[src/design/hpsfc_pkg.sv]
// Types, constants and helpers for the HSR/PRP supervision frame check.
// No dependencies.
package hpsfc_pkg;

    typedef struct packed {
        logic [7:0] frame_byte;
        logic       end_of_frame;
    } word_t;

    typedef struct packed {
        logic sup_pass;
        logic hsr_tagged;
        logic has_redbox;
    } result_t;

    localparam logic [47:0] SUPERVISION_MAC_RST = 48'd1190154715392;

    localparam logic [15:0] ETYPE_PRP = 16'h88FB;
    localparam logic [15:0] ETYPE_HSR = 16'h892F;

    // byte offsets within the frame
    localparam logic [4:0] MAC_LEN       = 5'd6;
    localparam logic [4:0] ETYPE_HI_POS  = 5'd12;
    localparam logic [4:0] ETYPE_LO_POS  = 5'd13;
    localparam logic [4:0] TLV_AREA_POS  = 5'd14;
    localparam logic [4:0] INNER_HI_POS  = 5'd18;
    localparam logic [4:0] INNER_LO_POS  = 5'd19;
    localparam logic [4:0] PRP_FIRST_TLV = 5'd18;
    localparam logic [4:0] HSR_FIRST_TLV = 5'd24;

    localparam logic [7:0] TLV_END     = 8'd0;
    localparam logic [7:0] TLV_SUP_20  = 8'd20;
    localparam logic [7:0] TLV_SUP_21  = 8'd21;
    localparam logic [7:0] TLV_SUP_22  = 8'd22;
    localparam logic [7:0] TLV_SUP_23  = 8'd23;
    localparam logic [7:0] TLV_REDBOX  = 8'd30;
    localparam logic [7:0] TLV_LEN_MAC = 8'd6;
    localparam logic [7:0] TLV_LEN_DUO = 8'd12;

    // MAC byte at frame offset idx, first byte most significant
    function automatic logic [7:0] mac_byte(input logic [47:0] mac, input logic [2:0] idx);
        logic [7:0] b;
        case (idx)
            3'd0:    b = mac[47:40];
            3'd1:    b = mac[39:32];
            3'd2:    b = mac[31:24];
            3'd3:    b = mac[23:16];
            3'd4:    b = mac[15:8];
            default: b = mac[7:0];
        endcase
        return b;
    endfunction

endpackage

[src/design/hpsfc_in_stage.sv]
// Input register of the supervision frame check: holds one accepted word.
// Depends on hpsfc_pkg.
module hpsfc_in_stage
    import hpsfc_pkg::*;
(
    input  logic       aclk,
    input  logic       aresetn,
    input  logic       s_valid,
    output logic       s_ready,
    input  logic [7:0] s_frame_byte,
    input  logic       s_end_of_frame,
    output logic       word_valid,
    output word_t      word,
    input  logic       word_take
);

    logic  vld_reg;
    logic  vld_next;
    word_t word_reg;

    assign s_ready    = !vld_reg || word_take;
    assign word_valid = vld_reg;
    assign word       = word_reg;

    always_comb begin
        vld_next = vld_reg;
        if (s_valid && s_ready) begin
            vld_next = 1'b1;
        end else if (word_take) begin
            vld_next = 1'b0;
        end
    end

    always_ff @(posedge aclk) begin
        if (!aresetn) begin
            vld_reg <= 1'b0;
        end else begin
            vld_reg <= vld_next;
        end
    end

    always_ff @(posedge aclk) begin
        if (s_valid && s_ready) begin
            word_reg.frame_byte   <= s_frame_byte;
            word_reg.end_of_frame <= s_end_of_frame;
        end
    end

endmodule

[src/design/hpsfc_parse.sv]
// Per-frame parser state and checks; one word per cycle unless a last word waits for res_free; verdict on it.
// Depends on hpsfc_pkg.
module hpsfc_parse
    import hpsfc_pkg::*;
#(
    parameter int POSITION_BITS = 11
) (
    input  logic        aclk,
    input  logic        aresetn,
    input  logic        cfg_we,
    input  logic [47:0] cfg_wdata,
    input  logic        word_valid,
    input  word_t       word,
    input  logic        res_free,
    output logic        word_take,
    output logic        res_load,
    output result_t     res
);

    localparam int PB = POSITION_BITS;
    localparam int SW = PB + 9;

    logic [47:0]   mac_reg;
    logic [PB-1:0] pos_reg,   pos_next;
    logic          still_reg, still_next;
    logic          hsr_reg,   hsr_next;
    logic [7:0]    hdr_reg,   hdr_next;
    logic [PB-1:0] nto_reg,   nto_next;
    logic          rbx_reg,   rbx_next;
    logic          tail_reg,  tail_next;

    logic [7:0]    b;
    logic [15:0]   etype;
    logic [PB-1:0] first;
    logic [PB:0]   nto_plus1;
    logic [SW-1:0] hop;
    logic          first_ok;
    logic          ok;

    assign word_take = word_valid && (!word.end_of_frame || res_free);
    assign res_load  = word_take && word.end_of_frame;

    assign b         = word.frame_byte;
    assign etype     = {hdr_reg, b};
    assign first     = hsr_reg ? PB'(HSR_FIRST_TLV) : PB'(PRP_FIRST_TLV);
    assign nto_plus1 = {1'b0, nto_reg} + (PB+1)'(1);
    assign hop       = SW'(pos_reg) + SW'(1) + SW'(b);
    assign first_ok  = (hdr_reg == TLV_SUP_20) || (hdr_reg == TLV_SUP_21) ||
                       (hdr_reg == TLV_SUP_22) || (hdr_reg == TLV_SUP_23);

    always_comb begin
        still_next = still_reg;
        hsr_next   = hsr_reg;
        hdr_next   = hdr_reg;
        nto_next   = nto_reg;
        rbx_next   = rbx_reg;
        tail_next  = tail_reg;
        pos_next   = (pos_reg == {PB{1'b1}}) ? pos_reg : pos_reg + PB'(1);

        if (still_reg) begin
            if (pos_reg < PB'(MAC_LEN)) begin
                if (b != mac_byte(mac_reg, pos_reg[2:0])) begin
                    still_next = 1'b0;
                end
            end else if (pos_reg == PB'(ETYPE_HI_POS)) begin
                hdr_next = b;
            end else if (pos_reg == PB'(ETYPE_LO_POS)) begin
                if (etype == ETYPE_PRP) begin
                    nto_next = PB'(PRP_FIRST_TLV);
                end else if (etype == ETYPE_HSR) begin
                    hsr_next = 1'b1;
                    nto_next = PB'(HSR_FIRST_TLV);
                end else begin
                    still_next = 1'b0;
                end
            end else if (pos_reg < PB'(TLV_AREA_POS) || nto_reg == '0 || tail_reg) begin
                still_next = still_reg;
            end else if (hsr_reg && pos_reg == PB'(INNER_HI_POS)) begin
                hdr_next = b;
            end else if (hsr_reg && pos_reg == PB'(INNER_LO_POS)) begin
                if (etype != ETYPE_PRP) begin
                    still_next = 1'b0;
                end
            end else if (pos_reg == nto_reg) begin
                hdr_next = b;
            end else if ({1'b0, pos_reg} == nto_plus1) begin
                if (nto_reg == first) begin
                    if (!first_ok || (b != TLV_LEN_MAC && b != TLV_LEN_DUO)) begin
                        still_next = 1'b0;
                    end else begin
                        nto_next = hop[PB-1:0];
                    end
                end else if (hdr_reg == TLV_REDBOX && !rbx_reg) begin
                    if (b != TLV_LEN_MAC) begin
                        still_next = 1'b0;
                    end else begin
                        rbx_next = 1'b1;
                        nto_next = hop[PB-1:0];
                    end
                end else begin
                    if (hdr_reg == TLV_END && b != TLV_END) begin
                        still_next = 1'b0;
                    end
                    tail_next = 1'b1;
                end
            end
        end
    end

    assign ok             = still_next && tail_next;
    assign res.sup_pass   = ok;
    assign res.hsr_tagged = hsr_next;
    assign res.has_redbox = ok && rbx_next;

    always_ff @(posedge aclk) begin
        if (!aresetn) begin
            mac_reg <= SUPERVISION_MAC_RST;
        end else if (cfg_we) begin
            mac_reg <= cfg_wdata;
        end
    end

    always_ff @(posedge aclk) begin
        if (!aresetn) begin
            pos_reg   <= '0;
            still_reg <= 1'b1;
            hsr_reg   <= 1'b0;
            hdr_reg   <= '0;
            nto_reg   <= '0;
            rbx_reg   <= 1'b0;
            tail_reg  <= 1'b0;
        end else if (word_take) begin
            if (word.end_of_frame) begin
                pos_reg   <= '0;
                still_reg <= 1'b1;
                hsr_reg   <= 1'b0;
                hdr_reg   <= '0;
                nto_reg   <= '0;
                rbx_reg   <= 1'b0;
                tail_reg  <= 1'b0;
            end else begin
                pos_reg   <= pos_next;
                still_reg <= still_next;
                hsr_reg   <= hsr_next;
                hdr_reg   <= hdr_next;
                nto_reg   <= nto_next;
                rbx_reg   <= rbx_next;
                tail_reg  <= tail_next;
            end
        end
    end

endmodule

[src/design/hpsfc_out_stage.sv]
// Result register of the supervision frame check; holds a verdict until taken.
// Depends on hpsfc_pkg.
module hpsfc_out_stage
    import hpsfc_pkg::*;
(
    input  logic    aclk,
    input  logic    aresetn,
    input  logic    res_load,
    input  result_t res,
    output logic    res_free,
    output logic    m_valid,
    input  logic    m_ready,
    output logic    m_sup_pass,
    output logic    m_hsr_tagged,
    output logic    m_has_redbox
);

    logic    vld_reg;
    logic    vld_next;
    result_t res_reg;

    assign res_free     = !vld_reg || m_ready;
    assign m_valid      = vld_reg;
    assign m_sup_pass   = res_reg.sup_pass;
    assign m_hsr_tagged = res_reg.hsr_tagged;
    assign m_has_redbox = res_reg.has_redbox;

    always_comb begin
        vld_next = vld_reg;
        if (res_load) begin
            vld_next = 1'b1;
        end else if (m_ready) begin
            vld_next = 1'b0;
        end
    end

    always_ff @(posedge aclk) begin
        if (!aresetn) begin
            vld_reg <= 1'b0;
        end else begin
            vld_reg <= vld_next;
        end
    end

    always_ff @(posedge aclk) begin
        if (res_load) begin
            res_reg <= res;
        end
    end

endmodule

[src/design/hsr_prp_supervision_frame_check_core.sv]
// Top level of the HSR/PRP supervision frame check.
// Depends on hpsfc_pkg, hpsfc_in_stage, hpsfc_parse, hpsfc_out_stage.
//
//  channel  | handshake          | payload
//  ---------+--------------------+--------------------------------------------
//  s_ in    | s_valid / s_ready  | s_frame_byte[7:0], s_end_of_frame
//  m_ out   | m_valid / m_ready  | m_sup_pass, m_hsr_tagged, m_has_redbox
//  cfg      | cfg_we             | cfg_wdata[47:0] (supervision MAC)
//
// One word per cycle unless a held verdict stalls a last word; input register, combinational checks, result register.
// Verdict is loaded into the result register, valid on m_, when the parser takes the last word.
// Synchronous active-low reset clears both stages and the frame state.
// A held verdict stalls only the last word of the next frame; other words keep flowing.
module hsr_prp_supervision_frame_check_core
    import hpsfc_pkg::*;
#(
    parameter int POSITION_BITS = 11
) (
    input  logic        aclk,
    input  logic        aresetn,
    input  logic        cfg_we,
    input  logic [47:0] cfg_wdata,
    input  logic        s_valid,
    output logic        s_ready,
    input  logic [7:0]  s_frame_byte,
    input  logic        s_end_of_frame,
    output logic        m_valid,
    input  logic        m_ready,
    output logic        m_sup_pass,
    output logic        m_hsr_tagged,
    output logic        m_has_redbox
);

    logic    word_valid;
    word_t   word;
    logic    word_take;
    logic    res_load;
    logic    res_free;
    result_t res;

    hpsfc_in_stage u_in (
        .aclk           (aclk),
        .aresetn        (aresetn),
        .s_valid        (s_valid),
        .s_ready        (s_ready),
        .s_frame_byte   (s_frame_byte),
        .s_end_of_frame (s_end_of_frame),
        .word_valid     (word_valid),
        .word           (word),
        .word_take      (word_take)
    );

    hpsfc_parse #(
        .POSITION_BITS (POSITION_BITS)
    ) u_parse (
        .aclk       (aclk),
        .aresetn    (aresetn),
        .cfg_we     (cfg_we),
        .cfg_wdata  (cfg_wdata),
        .word_valid (word_valid),
        .word       (word),
        .res_free   (res_free),
        .word_take  (word_take),
        .res_load   (res_load),
        .res        (res)
    );

    hpsfc_out_stage u_out (
        .aclk         (aclk),
        .aresetn      (aresetn),
        .res_load     (res_load),
        .res          (res),
        .res_free     (res_free),
        .m_valid      (m_valid),
        .m_ready      (m_ready),
        .m_sup_pass   (m_sup_pass),
        .m_hsr_tagged (m_hsr_tagged),
        .m_has_redbox (m_has_redbox)
    );

endmodule

[config.mk]
export PLATFORM = sky130hd
export DESIGN_NAME = hsr_prp_supervision_frame_check_core
export DESIGN_NICKNAME = d
export VERILOG_FILES = /design/src/design/hpsfc_pkg.sv /design/src/design/hpsfc_in_stage.sv /design/src/design/hpsfc_parse.sv /design/src/design/hpsfc_out_stage.sv /design/src/design/hsr_prp_supervision_frame_check_core.sv
export SDC_FILE = /design/constraint.sdc
export NUM_CORES = 1
export LEC_CHECK = 0
export ABC_AREA = 1
export BUFFER_PORTS_ARGS = -buffer_cell sky130_fd_sc_hd__buf_2
export CORE_MARGIN = 2
export CORE_UTILIZATION = 45
export CTS_CLUSTER_SIZE = 8
export DETAILED_ROUTE_END_ITERATION = 10
export PLACE_DENSITY = 0.61
export SLEW_MARGIN = 10
export SYNTH_ARGS = -nofsm -noshare
export SYNTH_HDL_FRONTEND = slang
export SYNTH_HIERARCHICAL = 1
export SYNTH_SLANG_ARGS = --single-unit
[constraint.sdc]
create_clock -name aclk -period 3.1 [get_ports aclk]
set_input_delay 0.155 -clock aclk [delete_from_list [all_inputs] [get_ports aclk]]
set_output_delay 0.155 -clock aclk [all_outputs]
set_load 0.02 [all_outputs]
Yosys cells after proc, flatten, opt, wreduce, memory -nomap -nowiden. Cells that the tools add are included.

Register bits after elaboration: 96. Bits in latches: 0. Bits in writable memories: 0. Bits in read-only memories: 0. Output and inout port bits: 5. Logic and storage cells: 180. Memories: 0.

$add $sub $neg: 4. Multipliers: 0. Div/mod/pow operators: 0. Magnitude comparators: 2. Equal/unequal tests: 36. Shift operators: 0. Muxes and demuxes: 86. Bitwise gates (word level): 0. Reduce and logical (&&, ||, !) cells: 37.

Operators by type and width (number): 11-bit 2-to-1 mux (18); 8-bit 2-to-1 mux (11); 1-bit 2-to-1 mux (55); 8-bit by 5-bit equality test with 1-bit output, second input constant (5); 8-bit one-hot mux with 5 select lines (1); 16-bit equality test, second input constant (2); 11-bit by 1-bit adder with 11-bit output, second input constant (2); 11-bit equality test (2); 11-bit by 4-bit equality test with 1-bit output, second input constant (2); 11-bit by 5-bit equality test with 1-bit output, second input constant (2); 3-bit by 2-bit != test with 1-bit output, second input constant (6); 16-bit != test, second input constant (1); 13-bit AND reduction (1); 11-bit by 1-bit adder with 12-bit output, second input constant (1); 11-bit by 12-bit equality test with 1-bit output (1); 11-bit by 8-bit adder with 11-bit output (1); 11-bit equality test, second input constant (1); 11-bit logical NOT (1); 11-bit by 3-bit less-than comparator with 1-bit output, second input constant (1); 11-bit by 4-bit less-than comparator with 1-bit output, second input constant (1); 1-bit logical AND (10); 1-bit logical OR (9); 8-bit logical NOT (1); 4-bit by 2-bit != test with 1-bit output, second input constant (2); 18 further kinds (28).

Logic depth before layout (Yosys ltp). Gate-level depths: netlist of run 1.

Depth after elaboration: 19. Depth in mapped cells: 20. Gate-level depth less buffers: 19.

Modules after synthesis. Netlist of run 1, hierarchy kept.

By module, submodules not included: hpsfc_parse (times used 1, cells each 872, area an instance 5456.5 µm², sequential area each 1641.6 µm²); hpsfc_in_stage (times used 1, cells each 16, area an instance 321.6 µm², sequential area each 290.3 µm²); hpsfc_out_stage (times used 1, cells each 9, area an instance 136.4 µm², sequential area each 110.1 µm²).

Least setup slack after synthesis of run 1. Ideal clock, no wire load.

Path type: register -> register. Start: register u_parse.pos_reg[2]. End: register u_out.res_reg, in the netlist u_out/m_sup_pass (data pin). Library setup time: 0.251 ns. Data arrival time: 2.262 ns. Required time: 2.849 ns. Slack: 0.587 ns. Cell stages (with the launch flop): 17. Path buffers: 4. Period minus slack after synthesis: 2.513 ns. Cells stage by stage: dfxtp_1 > buf_4 > inv_1 > buf_2 > ha_1 > clkbuf_1 > nor2_1 > nand3_1 > o211ai_1 > or2_2 > nand3_1 > nor2_1 > nand3_1 > nand2_1 > nand2_1 > inv_1 > buf_4.

Cells in the longest elaborated chain, start to end: 11.

RTL lines: start, declared (line hpsfc_parse.sv:24) `logic [PB-1:0] pos_reg, pos_next;`; start signal, assigned (line hpsfc_parse.sv:142) `pos_reg <= pos_next;`; 11-bit by 12-bit equality test with 1-bit output (line hpsfc_parse.sv:86) `end else if ({1'b0, pos_reg} == nto_plus1) begin`; 1-bit 2-to-1 mux (line hpsfc_parse.sv:86); 1-bit 2-to-1 mux (line hpsfc_parse.sv:84) `end else if (pos_reg == nto_reg) begin`; 1-bit 2-to-1 mux (line hpsfc_parse.sv:80) `end else if (hsr_reg && pos_reg == PB'(INNER_LO_POS)) begin`; 1-bit 2-to-1 mux (line hpsfc_parse.sv:78) `end else if (hsr_reg && pos_reg == PB'(INNER_HI_POS)) begin`; 1-bit 2-to-1 mux (line hpsfc_parse.sv:76) `end else if (pos_reg < PB'(TLV_AREA_POS) || nto_reg == '0 || tail_reg) begin`; 1-bit 2-to-1 mux (line hpsfc_parse.sv:67) `end else if (pos_reg == PB'(ETYPE_LO_POS)) begin`; 1-bit 2-to-1 mux (line hpsfc_parse.sv:65) `end else if (pos_reg == PB'(ETYPE_HI_POS)) begin`; 1-bit 2-to-1 mux (line hpsfc_parse.sv:61) `if (pos_reg < PB'(MAC_LEN)) begin`; 1-bit 2-to-1 mux (line hpsfc_parse.sv:60) `if (still_reg) begin`; 1-bit logical AND (*) (line hpsfc_parse.sv:110) `assign ok = still_next && tail_next;`; named net u_parse.ok (line hpsfc_parse.sv:38) `logic ok;`; end signal, assigned (line hpsfc_out_stage.sv:47) `res_reg <= res;`; end, declared (line hpsfc_out_stage.sv:20) `result_t res_reg;`.

The timed path passes the listed nets; every way through them passes the cells marked *. The select of a mux whose other input is x is not followed. A chain may end at the register's enable or synchronous reset.

==> results of run 1 <==
-- final cells by class --
class,instances,area (µm²)
Multi-Input combinational cell,660,3300
Timing Repair Buffer,90,546
Inverter,111,419
Sequential cell,96,2040
Fill cell,1356,5900
Clock buffer,10,239
Tap cell,172,215
Clock inverter,6,60.1
-- metrics by stage --
step / util, % / worst slack (ns) / hold slack [ns] / power, mW
6_report: 53.6 / 0.386 / 0.00442 / 2.95
3_5_place_dp: 50.2 / 0.423 / 0.333 / 1.83
4_1_cts: 53.6 / 0.408 / 0.0000870 / 2.97
5_1_grt: 53.6 / 0.140 / 0.0131 / 3.09
3_3_place_gp: 50.2 / 0.493 / 0.332 / 1.83
2_1_floorplan: - / 0.587 / 0.254 / 1.68
-- power by group through the flow --
stage / registers (mW) / clock network, mW / logic [mW]
floorplan: 1.39 / 0 / 0.295
global placement: 1.41 / 0 / 0.425
detailed placement: 1.41 / 0 / 0.424
CTS: 1.38 / 1.15 / 0.440
global route: 1.39 / 1.20 / 0.501
finish: 1.38 / 1.12 / 0.440
-- cells in the mapped netlist (4+ instances only) --
library cell	n
o21ai_0	49
buf_2	6
ha_1	15
nand3_1	84
o21ai_1	7
inv_2	9
clkbuf_1	18
nand4_1	8
nor3_1	16
o211ai_1	5
a211oi_1	5
dfxtp_1	84
edfxtp_1	12
nand2_2	7
nand2_1	200
nor4_1	6
inv_1	101
buf_4	4
a21oi_1	42
xor2_1	12
xnor2_1	4
nor2_1	154
a211oi_2	6
-- cells in the final DEF, fill, tap and decap left out, drive strengths merged, types with 4 or more instances in the layout --
| master | instances |
|---|---|
| nand2 | 207 |
| nor2 | 158 |
| inv | 115 |
| nand3 | 88 |
| dfxtp | 84 |
| buf | 76 |
| o21ai | 59 |
| a21oi | 45 |
| nor3 | 18 |
| ha | 15 |
| dlygate4sd3 | 14 |
| edfxtp | 12 |
| xor2 | 12 |
| a211oi | 11 |
| clkbuf | 10 |
| nand4 | 10 |
| nor4 | 6 |
| o211ai | 5 |
| xnor2 | 4 |
| nor3b | 4 |
-- routing by layer --
metal  part of all wire [%]  wire (µm)  track usage, %  vias to the layer above
met4                    2.5        430            8.63                        0
met5                      0          0               0                        -
met2                     46       7860            40.6                      193
met1                     46       7950            33.6                     2619
met3                    5.9       1030            5.50                       32
li1                       -          -               -                     3055
-- critical path, delay by kind of cell, from the launching register on --
kind / cells / cell delay (ns)
simple gates: 9 / 1.07
fa+ha+maj: 2 / 0.67
compound gates: 1 / 0.12
flops: 1 / 0.57
-- worst paths after layout --
| check | from | depth (start not counted) | end |
|---|---|---|---|
| max | u_parse/pos_reg[1] | 12 | u_out/m_has_redbox |
| min reg2reg | u_parse/mac_reg[38] | 2 | u_parse/mac_reg[38] |
| max reg2reg | u_parse/pos_reg[1] | 12 | u_out/m_has_redbox |
| min | cfg_wdata[17] | 3 | u_parse/mac_reg[17] |
-- logic make-up (layout without fill, tap and decap cells) --
family	count (synthesis)	after routing	synth area share, %
AOI/OAI and AO/OA	132	132	13.4
and+or+nand+nor	496	496	36.6
DFF	96	96	34.5
adders and majority gates	16	16	3.51
xor gates and xnor gates	16	16	2.37
buffers and inverters	141	217	9.63
-- repair_timing --
item | 4_1_cts | 5_1_grt
hold buffers | 14 | 0
endpoints found under the hold margin | 14 | 0
resized for setup | 0 | 0
==> summary.md, run 1 <==
| Metric | Value |
|---|---|
| Placed Instances | 1,115 |
| Synth top area share | 28.4% |
| Leak | 3.21 nW |
| # Max-Cap Violations | 0 |
| Synth area leader | dfxtp_1 |
| Mapped Nets | 975 |
| Post-synth top flop | dfxtp_1 |
| Die Area | 14,100 µm² |
| H-tree levels | 3 |
| Pint | 2.08 mW |
| WP data required | 3.21 ns |
| 1st-iter DRT viols | 442 |
| Die span in x | 119 µm |
| Maximum root-to-sink buffer count | 2 |
| Yosys warning count | 6 |
| Total congestion overflow | 0 |
| Status | finished clean |
| Synth Cell Area | 5910 µm² |
| Top Ports | 67 |
| Worst stage delay on the critical path | 0.57 ns |
| Routability cong. | 0.971 |
| EDFF count, synth | 12 |
| Critical path startpoint category | register |
| TritonCTS Buffers | 9 |
| Ys async rst share | 0% |
| Relative slew slack | 44.6% |
| DRT Wirelength | 17,300 µm |
| Starting Density | 46.5% |
| Non-Filler Instances | 1,145 |
| Core box area | 12,700 µm² |
| Crit-path slowest cell | dfxtp_1 |
| Setup Fix Bufs, Post-CTS | 0 |
| Final Setup Violations | 0 |
| First-pass GRT wire length | 28,300 µm |
| Register area share after synthesis | 34.5% |
| Reg clk slew, reported paths | 0.07 ns |
| Clk_lat worst skew | 0.36 ns |
| Skew final | 0.00795 ns |
| Seq pwr share | 46.9% |
| Main area contributors after synthesis | dfxtp_1, nand2_1, nor2_1 |
| DIE HEIGHT | 119 µm |
| DRC Markers | 0 |
| CP Capture Type | register |
| Root Buffer | clkbuf_16 |
| Actual slew at the worst max-slew pin | 0.831 ns |
| CTS Sinks | 96 |
| Synthesized instance count | 897 |
| Critical path cell sequence | ha_1 > ha_1 > nor2_1 > nand3_1 > o211ai_1 > or2_2 > nand3_1 > nor2_1 > nand3_1 > nand2_1 > nand2_1 > nor2_1 |
| RSZ-0062 raised after global routing | no |
| Avg Cell Area, Syn | 6.59 µm² |
| GR Util All Layers | 25.3% |
| Fmax | 368 MHz |
| Post-DP Area | 6380 µm² |
| Count of buffers from port buffering | 66 |
| Crit path max fanout | 9 |
| Dpl hpwl | 13,100 µm |
| Setup TNS | 0 ns |
| Combinational share of power | 14.9% |
| Final slew viol count | 0 |
| Average routed wire per standard cell | 15.1 µm |
| Fraction of layout cells with a size suffix above 1 | 14.0% |
| Final instance area | 6820 µm² |
| Tcrit/Tclk final | 87.6% |
| Synth Register Bits | 96 |
| Hold Crit Class | in -> reg |
| Layout Nets | 1,046 |
| Largest register FFs | 48 |
| PD cells | 432 nW/µm² |
| Worst vdd ir | 331 µV |
| # rows | 41 |
| Post-synth cell types | 46 |
| CP Class | reg -> reg |
| Via count | 5,899 |
| Clock share of power | 38.2% |
| Drt first pass iters | 5 |
| Antenna violations before repair | 0 |
| Minimum clock period | 2.71 ns |
| Antenna Nets Post-Route | 0 |
| Reg2reg setup slack | 0.39 ns |
| Arr. time, crit path | 2.83 ns |
| Vias in the first global route | 5,503 |
| Area delta synth->final | 15.4% |
| Net load switching power | 864 µW |
| Final hold violations | 0 |
| Largest net degree at the start of global routing | 56 |
| Sw frac | 29.3% |
| CTS tree | yes |
| Via/cell ratio | 5.15 |
| # diodes | 0 |
Note: power is estimated with default switching activity, not from simulation.
==> inputs of run 2 (changes only) <==
--- a/config.mk
+++ b/config.mk
@@ -11,9 +11,10 @@
 export CORE_UTILIZATION = 45
 export CTS_CLUSTER_SIZE = 8
 export DETAILED_ROUTE_END_ITERATION = 10
+export GPL_ROUTABILITY_DRIVEN = 0
 export PLACE_DENSITY = 0.61
+export SKIP_CTS_REPAIR_TIMING = 1
 export SLEW_MARGIN = 10
 export SYNTH_ARGS = -nofsm -noshare
 export SYNTH_HDL_FRONTEND = slang
-export SYNTH_HIERARCHICAL = 1
 export SYNTH_SLANG_ARGS = --single-unit
==> run 2 against run 1 <==
Effect of this change:
- utilization shrank 0.29 points
- via count grew 0.51%
- sequential power is essentially flat
- fmax shrank 2.3%
- area after synthesis shrank 5.2%
- clock-buffer cell count is the same
- die area shrank 5.1%
- global-route usage grew 0.64 points
- clock power grew 8%
- combinational power shrank 18%
- critical path type unchanged
- largest cell class unchanged
==> summary.md, run 2 <==
| Metric | Value |
|---|---|
| Dpl hpwl | 12,700 µm (was 13,100 µm) |
| Critical path startpoint category | register (unchanged) |
| Actual slew at the worst max-slew pin | 0.628 ns (was 0.831 ns) |
| Most Crowded Layer GR | met2 (unchanged) |
| Final WS setup | 0.322 ns (was 0.386 ns) |
| Met3 usage | 5.60% (was 5.50%) |
| Post-synth cell types | 45 (was 46) |
| Antenna violations before repair | 0 (unchanged) |
| Count leader, synth | nand2_1 (unchanged) |
| TritonCTS Buffers | 9 (unchanged) |
| Crit path max fanout | 16 (was 9) |
| Starting Density | 46.5% (about the same) |
| Status | finished clean (unchanged) |
| DRT Wirelength | 16,600 µm (was 17,300 µm) |
| Yosys warning count | 0 (was 6) |
| H-tree levels | 3 (unchanged) |
| Fraction of layout cells with a size suffix above 1 | 11.2% (was 14.0%) |
| Drt first pass iters | 5 (unchanged) |
| Synth area leader | dfxtp_1 (unchanged) |
| First-pass GRT wire length | 27,300 µm (was 28,300 µm) |
| Maximum root-to-sink buffer count | 2 (unchanged) |
| Crit-path slowest cell | dfxtp_1 (unchanged) |
| Skew final | 0.00784 ns (was 0.00795 ns) |
| Pre-CTS WS | 0.409 ns (was 0.423 ns) |
| Largest net degree at the start of global routing | 45 (was 56) |
| Average routed wire per standard cell | 15.1 µm (about the same) |
| Arr. time, crit path | 2.99 ns (was 2.83 ns) |
| Clk_lat worst skew | 0.35 ns (was 0.36 ns) |
| Post-DP Area | 6030 µm² (was 6380 µm²) |
| Synth Cell Area | 5600 µm² (was 5910 µm²) |
| EDFF count, synth | 12 (unchanged) |
| Register area share after synthesis | 36.4% (was 34.5%) |
| Worst stage delay on the critical path | 0.52 ns (was 0.57 ns) |
| Seq pwr share | 46.5% (was 46.9%) |
| Clock share of power | 41.2% (was 38.2%) |
| Die span in x | 116 µm (was 119 µm) |
| CP Capture Type | register (unchanged) |
| Vias in the first global route | 5,638 (was 5,503) |
| Non-Filler Instances | 1,100 (was 1,145) |
| Fin util | 53.4% (was 53.6%) |
| Die Area | 13,400 µm² (was 14,100 µm²) |
| Synth top area share | 30.0% (was 28.4%) |
| Buf+Inv Stages, Crit Path | 1 (was 0) |
| Tcrit/Tclk final | 89.6% (was 87.6%) |
| Worst vdd ir | 483 µV (was 331 µV) |
| Synthesized instance count | 863 (was 897) |
| Total congestion overflow | 0 (unchanged) |
| Most frequent cells in the layout | nand2_1, nor2_1, inv_1 (unchanged) |
| Combinational share of power | 12.3% (was 14.9%) |
| Via/cell ratio | 5.39 (was 5.15) |
| Final Setup Violations | 0 (unchanged) |
| Sw frac | 26.3% (was 29.3%) |
| Pint | 2.16 mW (was 2.08 mW) |
| Layout Nets | 1,005 (was 1,046) |
| WP data required | 3.31 ns (was 3.21 ns) |
| Final instance area | 6430 µm² (was 6820 µm²) |
| PD cells | 457 nW/µm² (was 432 nW/µm²) |
| Top Ports | 67 (unchanged) |
| Relative slew slack | 57.8% (was 44.6%) |
| Antenna Nets Post-Route | 0 (unchanged) |
| Met1 usage | 33.0% (was 33.6%) |
| 1st-iter DRT viols | 528 (was 442) |
| CTS Sinks | 96 (unchanged) |
| Via count | 5,929 (was 5,899) |
| Core box area | 12,100 µm² (was 12,700 µm²) |
| # diodes | 0 (unchanged) |
| CTS tree | yes (unchanged) |
| M2 GR Usage | 42.9% (was 40.6%) |
| Avg Cell Area, Syn | 6.49 µm² (was 6.59 µm²) |
| Largest register FFs | 48 (unchanged) |
| CP most frequent cell | nand2_1 |
| Synth Register Bits | 96 (unchanged) |
| Total power | 2.94 mW (was 2.95 mW) |
| Fmax | 360 MHz (was 368 MHz) |
| CP Class | reg -> reg (unchanged) |
| DRC Markers | 0 (unchanged) |
| GR Util All Layers | 25.9% (was 25.3%) |
| DIE HEIGHT | 116 µm (was 119 µm) |
| Reg clk slew, reported paths | 0.07 ns (about the same) |
| Critical path cell sequence | inv_1 > ha_1 > nand2_1 > o22ai_1 > nor2_1 > nand4_1 > nand2_1 > nand2_1 > nor2_1 > nand2_1 > nand2_1 > nand4_1 > nor2_1 (was ha_1 > ha_1 > nor2_1 > nand3_1 > o211ai_1 > or2_2 > nand3_1 > nor2_1 > nand3_1 > nand2_1 > nand2_1 > nor2_1) |
| Root Buffer | clkbuf_16 (unchanged) |
| Leading cell type in the layout, fill and taps excluded | nand2_1 (unchanged) |
| Setup TNS | 0 ns (unchanged) |
| Synth cell count leaders | nand2_1, nor2_1, inv_1 (unchanged) |
| Fillers | 1,210 (was 1,356) |
| Hold Crit Class | in -> reg (unchanged) |
| Area delta synth->final | 14.8% (was 15.4%) |
| Count of buffers from port buffering | 66 (unchanged) |
| Mapped Nets | 941 (was 975) |
| Placed Instances | 1,075 (was 1,115) |
| Main area contributors after synthesis | dfxtp_1, nand2_1, nor2_1 (unchanged) |
| Ys async rst share | 0% (unchanged) |
| Final slew viol count | 0 (unchanged) |
| Hold_ws | 0.0134 ns (was 0.00442 ns) |
| Leak | 3.02 nW (was 3.21 nW) |
| Final hold violations | 0 (unchanged) |
| Net load switching power | 774 µW (was 864 µW) |
| Post-synth top flop | dfxtp_1 (unchanged) |
| # Max-Cap Violations | 0 (unchanged) |
| CP delay by family, top | simple AND/OR/NAND/NOR gates (unchanged) |
| # rows | 40 (was 41) |
| Minimum clock period | 2.78 ns (was 2.71 ns) |
| RSZ-0062 raised after global routing | no (unchanged) |
## run 2: worst reg2reg max path, stage by stage (launching register included)
cell and delay, ns:
dfxtp_1 0.52, inv_1 0.20, ha_1 0.24, nand2_1 0.42, o22ai_1 0.17, nor2_1 0.28, nand4_1 0.13, nand2_1 0.09
nand2_1 0.05, nor2_1 0.09, nand2_1 0.10, nand2_1 0.10, nand4_1 0.12, nor2_1 0.11
## run 2: kinds of logic (layout without fill, tap and decap cells)
family	Yosys count	count (layout)	share of synthesized area (%)
compound gates	127	127	12.4
xor+xnor	3	3	0.469
fa+ha+maj	16	16	3.71
buf+inv	119	188	8.89
flops	96	96	36.4
simple gates	502	502	38.1
## run 2: layout make-up
| class | instances | area (µm²) | area share (%) |
|---|---|---|---|
| multi-input combinational | 648 | 3060 | 47.6 |
| sequential | 96 | 2040 | 31.7 |
| timing repair buffer | 79 | 450 | 7.00 |
| inverter | 93 | 350 | 5.44 |
| clock buffer | 10 | 229 | 3.56 |
| tap | 168 | 210 | 3.27 |
| clock inverter | 6 | 88.8 | 1.38 |
## run 2: layer usage
layer	wire length, µm	vias up
met3	1100	45
met5	0	-
li1	-	2959
met1	7200	2675
met2	7800	250
met4	508	0
## run 2: path summary, 6_finish.rpt
check | from | to | slack, ns | depth (start not counted)
min reg2reg | u_parse.mac_reg[39] | u_parse.mac_reg[39] | 0.46 | 2
max reg2reg | u_parse.pos_reg[1] | u_out.m_has_redbox | 0.32 | 13
max | u_parse.pos_reg[1] | u_out.m_has_redbox | 0.32 | 13
min | cfg_wdata[21] | u_parse.mac_reg[21] | 0.01 | 3
## run 2: power groups by stage
stage               Combinational (mW)  Clock, mW  Sequential (mW)
global placement                 0.341          0             1.39
global route                     0.411       1.28             1.37
CTS                              0.349       1.23             1.37
floorplan                        0.244          0             1.37
finish                           0.360       1.21             1.37
detailed placement               0.347          0             1.39
==> inputs of run 3 (changes only) <==
--- a/config.mk
+++ b/config.mk
@@ -5,7 +5,7 @@
 export SDC_FILE = /design/constraint.sdc
 export NUM_CORES = 1
 export LEC_CHECK = 0
-export ABC_AREA = 1
+export ABC_AREA = 0
 export BUFFER_PORTS_ARGS = -buffer_cell sky130_fd_sc_hd__buf_2
 export CORE_MARGIN = 2
 export CORE_UTILIZATION = 45
==> run 3 against run 2 <==
Effect of this change:
- via count decreased by 17%
- critical path depth fell by 3
- sequential power about the same
- clock power shrank 6%
- die area grew 0.88%
- area after synthesis rose by 0.92%
- sequential cell count did not move
- synthesized cell count fell by 26%
- sequential share of layout area is 0.56 points lower
- clock-buffer cell count shrank 1
- design area grew 1.9%
- combinational power down 12%
- largest power group unchanged
==> summary.md, run 3 <==
| Metric | Value |
|---|---|
| R2r endpoint | u_out.m_has_redbox (unchanged) |
| GR Util All Layers | 23.6% (was 25.9%) |
| Final slew viol count | 0 (unchanged) |
| Critical path startpoint category | register (unchanged) |
| Tcrit/Tclk final | 91.3% (was 89.6%) |
| Avg Cell Area, Syn | 8.89 µm² (was 6.49 µm²) |
| 1st-iter DRT viols | 342 (was 528) |
| CTS Sinks | 96 (unchanged) |
| Largest net degree at the start of global routing | 41 (was 45) |
| Die Area | 13,500 µm² (was 13,400 µm²) |
| Vias in the first global route | 4,880 (was 5,638) |
| Count of buffers from port buffering | 66 (unchanged) |
| CTS tree | yes (unchanged) |
| Minimum clock period | 2.83 ns (was 2.78 ns) |
| Worst hold stages | 3 (unchanged) |
| PD cells | 429 nW/µm² (was 457 nW/µm²) |
| Seq pwr share | 48.3% (was 46.5%) |
| # Max-Cap Violations | 0 (unchanged) |
| # diodes | 0 (unchanged) |
| Arr. time, crit path | 3.04 ns (was 2.99 ns) |
| Net load switching power | 717 µW (was 774 µW) |
| Synth Cell Area | 5660 µm² (was 5600 µm²) |
| Antenna Nets Post-Route | 0 (unchanged) |
| Final Setup Violations | 0 (unchanged) |
| Fraction of layout cells with a size suffix above 1 | 16.7% (was 11.2%) |
| CP Class | reg -> reg (unchanged) |
| Combinational share of power | 11.2% (was 12.3%) |
| R2r worst-path depth | 10 (was 13) |
| Post-synth top flop | dfxtp_1 (unchanged) |
| Worst r2r src | u_parse.pos_reg[0] (was u_parse.pos_reg[1]) |
| DIE HEIGHT | 116 µm (about the same) |
| Worst hold start | cfg_wdata[25] (was cfg_wdata[21]) |
| Fin util | 53.9% (was 53.4%) |
| Total congestion overflow | 0 (unchanged) |
| Via/cell ratio | 5.65 (was 5.39) |
| Synth cell count leaders | dfxtp_1, nand2_1, mux2i_1 (was nand2_1, nor2_1, inv_1) |
| Antenna violations before repair | 0 (unchanged) |
| Setup TNS | 0 ns (unchanged) |
| Synth area leader | dfxtp_1 (unchanged) |
| Synth Register Bits | 96 (unchanged) |
| Actual slew at the worst max-slew pin | 0.659 ns (was 0.628 ns) |
| Leak | 2.71 nW (was 3.02 nW) |
| Yosys warning count | 0 (unchanged) |
| Count leader, synth | dfxtp_1 (was nand2_1) |
| CP Capture Type | register (unchanged) |
| Reg clk slew, reported paths | 0.07 ns (about the same) |
| End of the worst hold path | u_parse.mac_reg[25] (was u_parse.mac_reg[21]) |
| Reg2reg setup slack | 0.27 ns (was 0.32 ns) |
| Core box area | 12,200 µm² (was 12,100 µm²) |
| First-pass GRT wire length | 24,700 µm (was 27,300 µm) |
| RSZ-0062 raised after global routing | no (unchanged) |
| Top Ports | 67 (unchanged) |
| # rows | 40 (unchanged) |
| Leading cell type in the layout, fill and taps excluded | dfxtp_1 (was nand2_1) |
| Clock share of power | 40.4% (was 41.2%) |
| Skew final | 0.00529 ns (was 0.00784 ns) |
| Crit path max fanout | 8 (was 16) |
| Layout Nets | 779 (was 1,005) |
| Synth top area share | 29.7% (was 30.0%) |
| Pint | 2.09 mW (was 2.16 mW) |
| Area delta synth->final | 15.9% (was 14.8%) |
| Die span in x | 116 µm (about the same) |
| Average routed wire per standard cell | 17.1 µm (was 15.1 µm) |
| Fillers | 1,141 (was 1,210) |
| Mapped Nets | 714 (was 941) |
| Post-synth cell types | 74 (was 45) |
| Fmax | 353 MHz (was 360 MHz) |
| Dpl hpwl | 11,300 µm (was 12,700 µm) |
| Root Buffer | clkbuf_16 (unchanged) |
| Final hold violations | 0 (unchanged) |
| Starting Density | 46.5% (about the same) |
| Status | finished clean (unchanged) |
| TritonCTS Buffers | 9 (unchanged) |
| Clk_lat worst skew | 0.35 ns (about the same) |
| Synthesized instance count | 636 (was 863) |
| Main area contributors after synthesis | dfxtp_1, mux2i_1, edfxtp_1 (was dfxtp_1, nand2_1, nor2_1) |
| Register area share after synthesis | 36.1% (was 36.4%) |
| Via count | 4,938 (was 5,929) |
| Maximum root-to-sink buffer count | 2 (unchanged) |
| Most frequent cells in the layout | dfxtp_1, nand2_1, mux2i_1 (was nand2_1, nor2_1, inv_1) |
| Sw frac | 25.5% (was 26.3%) |
| Relative slew slack | 56.1% (was 57.8%) |
| Ys async rst share | 0% (unchanged) |
| Largest register FFs | 48 (unchanged) |
| Hold Crit Class | in -> reg (unchanged) |
| H-tree levels | 3 (unchanged) |
| Worst vdd ir | 338 µV (was 483 µV) |
| EDFF count, synth | 12 (unchanged) |
| DRC Markers | 0 (unchanged) |
| DRT Wirelength | 14,900 µm (was 16,600 µm) |
| Drt first pass iters | 5 (unchanged) |
| WP data required | 3.30 ns (was 3.31 ns) |
## run 3: cell types whose count changed in the layout (fill, tap and decap cells not counted), moves of 7 or more
cell and delta:
a21oi_1 -32, a22oi_1 +10, a32oi_1 +7, buf_4 +18, inv_1 -65, mux2i_1 +70, nand2_1 -153, nand3_1 -56
nand4_1 -14, nor2_1 -103, nor2b_1 +39, o21ai_0 -38, xnor2_1 +19, xor2_1 +12
## run 3: per-stage QoR
stage          total power, mW  instance area (µm²)  hold slack, ns  setup WS (ns)  std cells
2_1_floorplan             1.58                 5660           0.254         0.0365        636
3_3_place_gp              1.68                 6160           0.332          0.256        849
3_5_place_dp              1.69                 6160           0.336          0.181        849
4_1_cts                   2.82                 6460         -0.0313          0.159        865
5_1_grt                   2.93                 6560          0.0180         0.0640        874
6_report                  2.81                 6560          0.0121          0.269        874
## run 3: layout make-up
type	count	area (µm²)	share of cell area [%]
Clock inverter	7	77.6	1.18
Sequential cell	96	2040	31.2
Tap cell	168	210	3.21
Inverter	23	86.3	1.32
Timing Repair Buffer	97	586	8.93
Multi-Input combinational cell	474	3330	50.8
Clock buffer	9	225	3.44
## run 3: cell families (layout without fill, tap and decap cells)
group / after synthesis / in the layout / share of synthesized area, %
adders and majority gates: 16 / 16 / 3.67
muxes: 70 / 70 / 12.4
AOI/OAI and AO/OA: 105 / 105 / 13.7
buffers and inverters: 66 / 136 / 5.11
DFF: 96 / 96 / 36.1
xor gates and xnor gates: 34 / 34 / 5.27
and+or+nand+nor: 249 / 249 / 23.7
## run 3: critical path: stages, from the launching register on
cell and delay [ns]:
dfxtp_2 0.35, ha_1 0.24, ha_1 0.23, buf_4 0.17
a32oi_1 0.13, o21ai_0 0.10, a311oi_1 0.28, mux2i_1 0.22
nand4_1 0.12, or4_1 0.64, a21oi_1 0.19
## run 3: worst max-delay path by stage
stage | startpoint | to | slack, ns | cells after the start
final | u_parse.pos_reg[0] | u_out.m_has_redbox | 0.27 | 10
after global routing | u_in.word[5] | u_parse.nto_reg[10] | 0.06 | 8
after CTS | u_parse.pos_reg[0] | u_out.m_has_redbox | 0.16 | 9
after detailed placement | u_parse.pos_reg[0] | u_out.m_has_redbox | 0.18 | 9
after global placement | u_parse.pos_reg[0] | u_out.m_sup_pass | 0.26 | 10
after floorplan | u_parse.pos_reg[1] | u_out.m_has_redbox | 0.04 | 12
## run 3: power by group through the flow
stage / Sequential [mW] / Combinational [mW] / Clock (mW)
floorplan: 1.36 / 0.217 / 0
global placement: 1.38 / 0.299 / 0
detailed placement: 1.38 / 0.305 / 0
CTS: 1.36 / 0.307 / 1.16
global route: 1.36 / 0.351 / 1.22
finish: 1.36 / 0.316 / 1.14
## run 3: layer usage
metal,track usage [%],part of all wire [%],up-vias
met2,36.4,44,130
li1,-,-,2432
met3,4.72,4.7,18
met4,8.17,1.7,0
met5,0,0,-
met1,33.3,50,2358
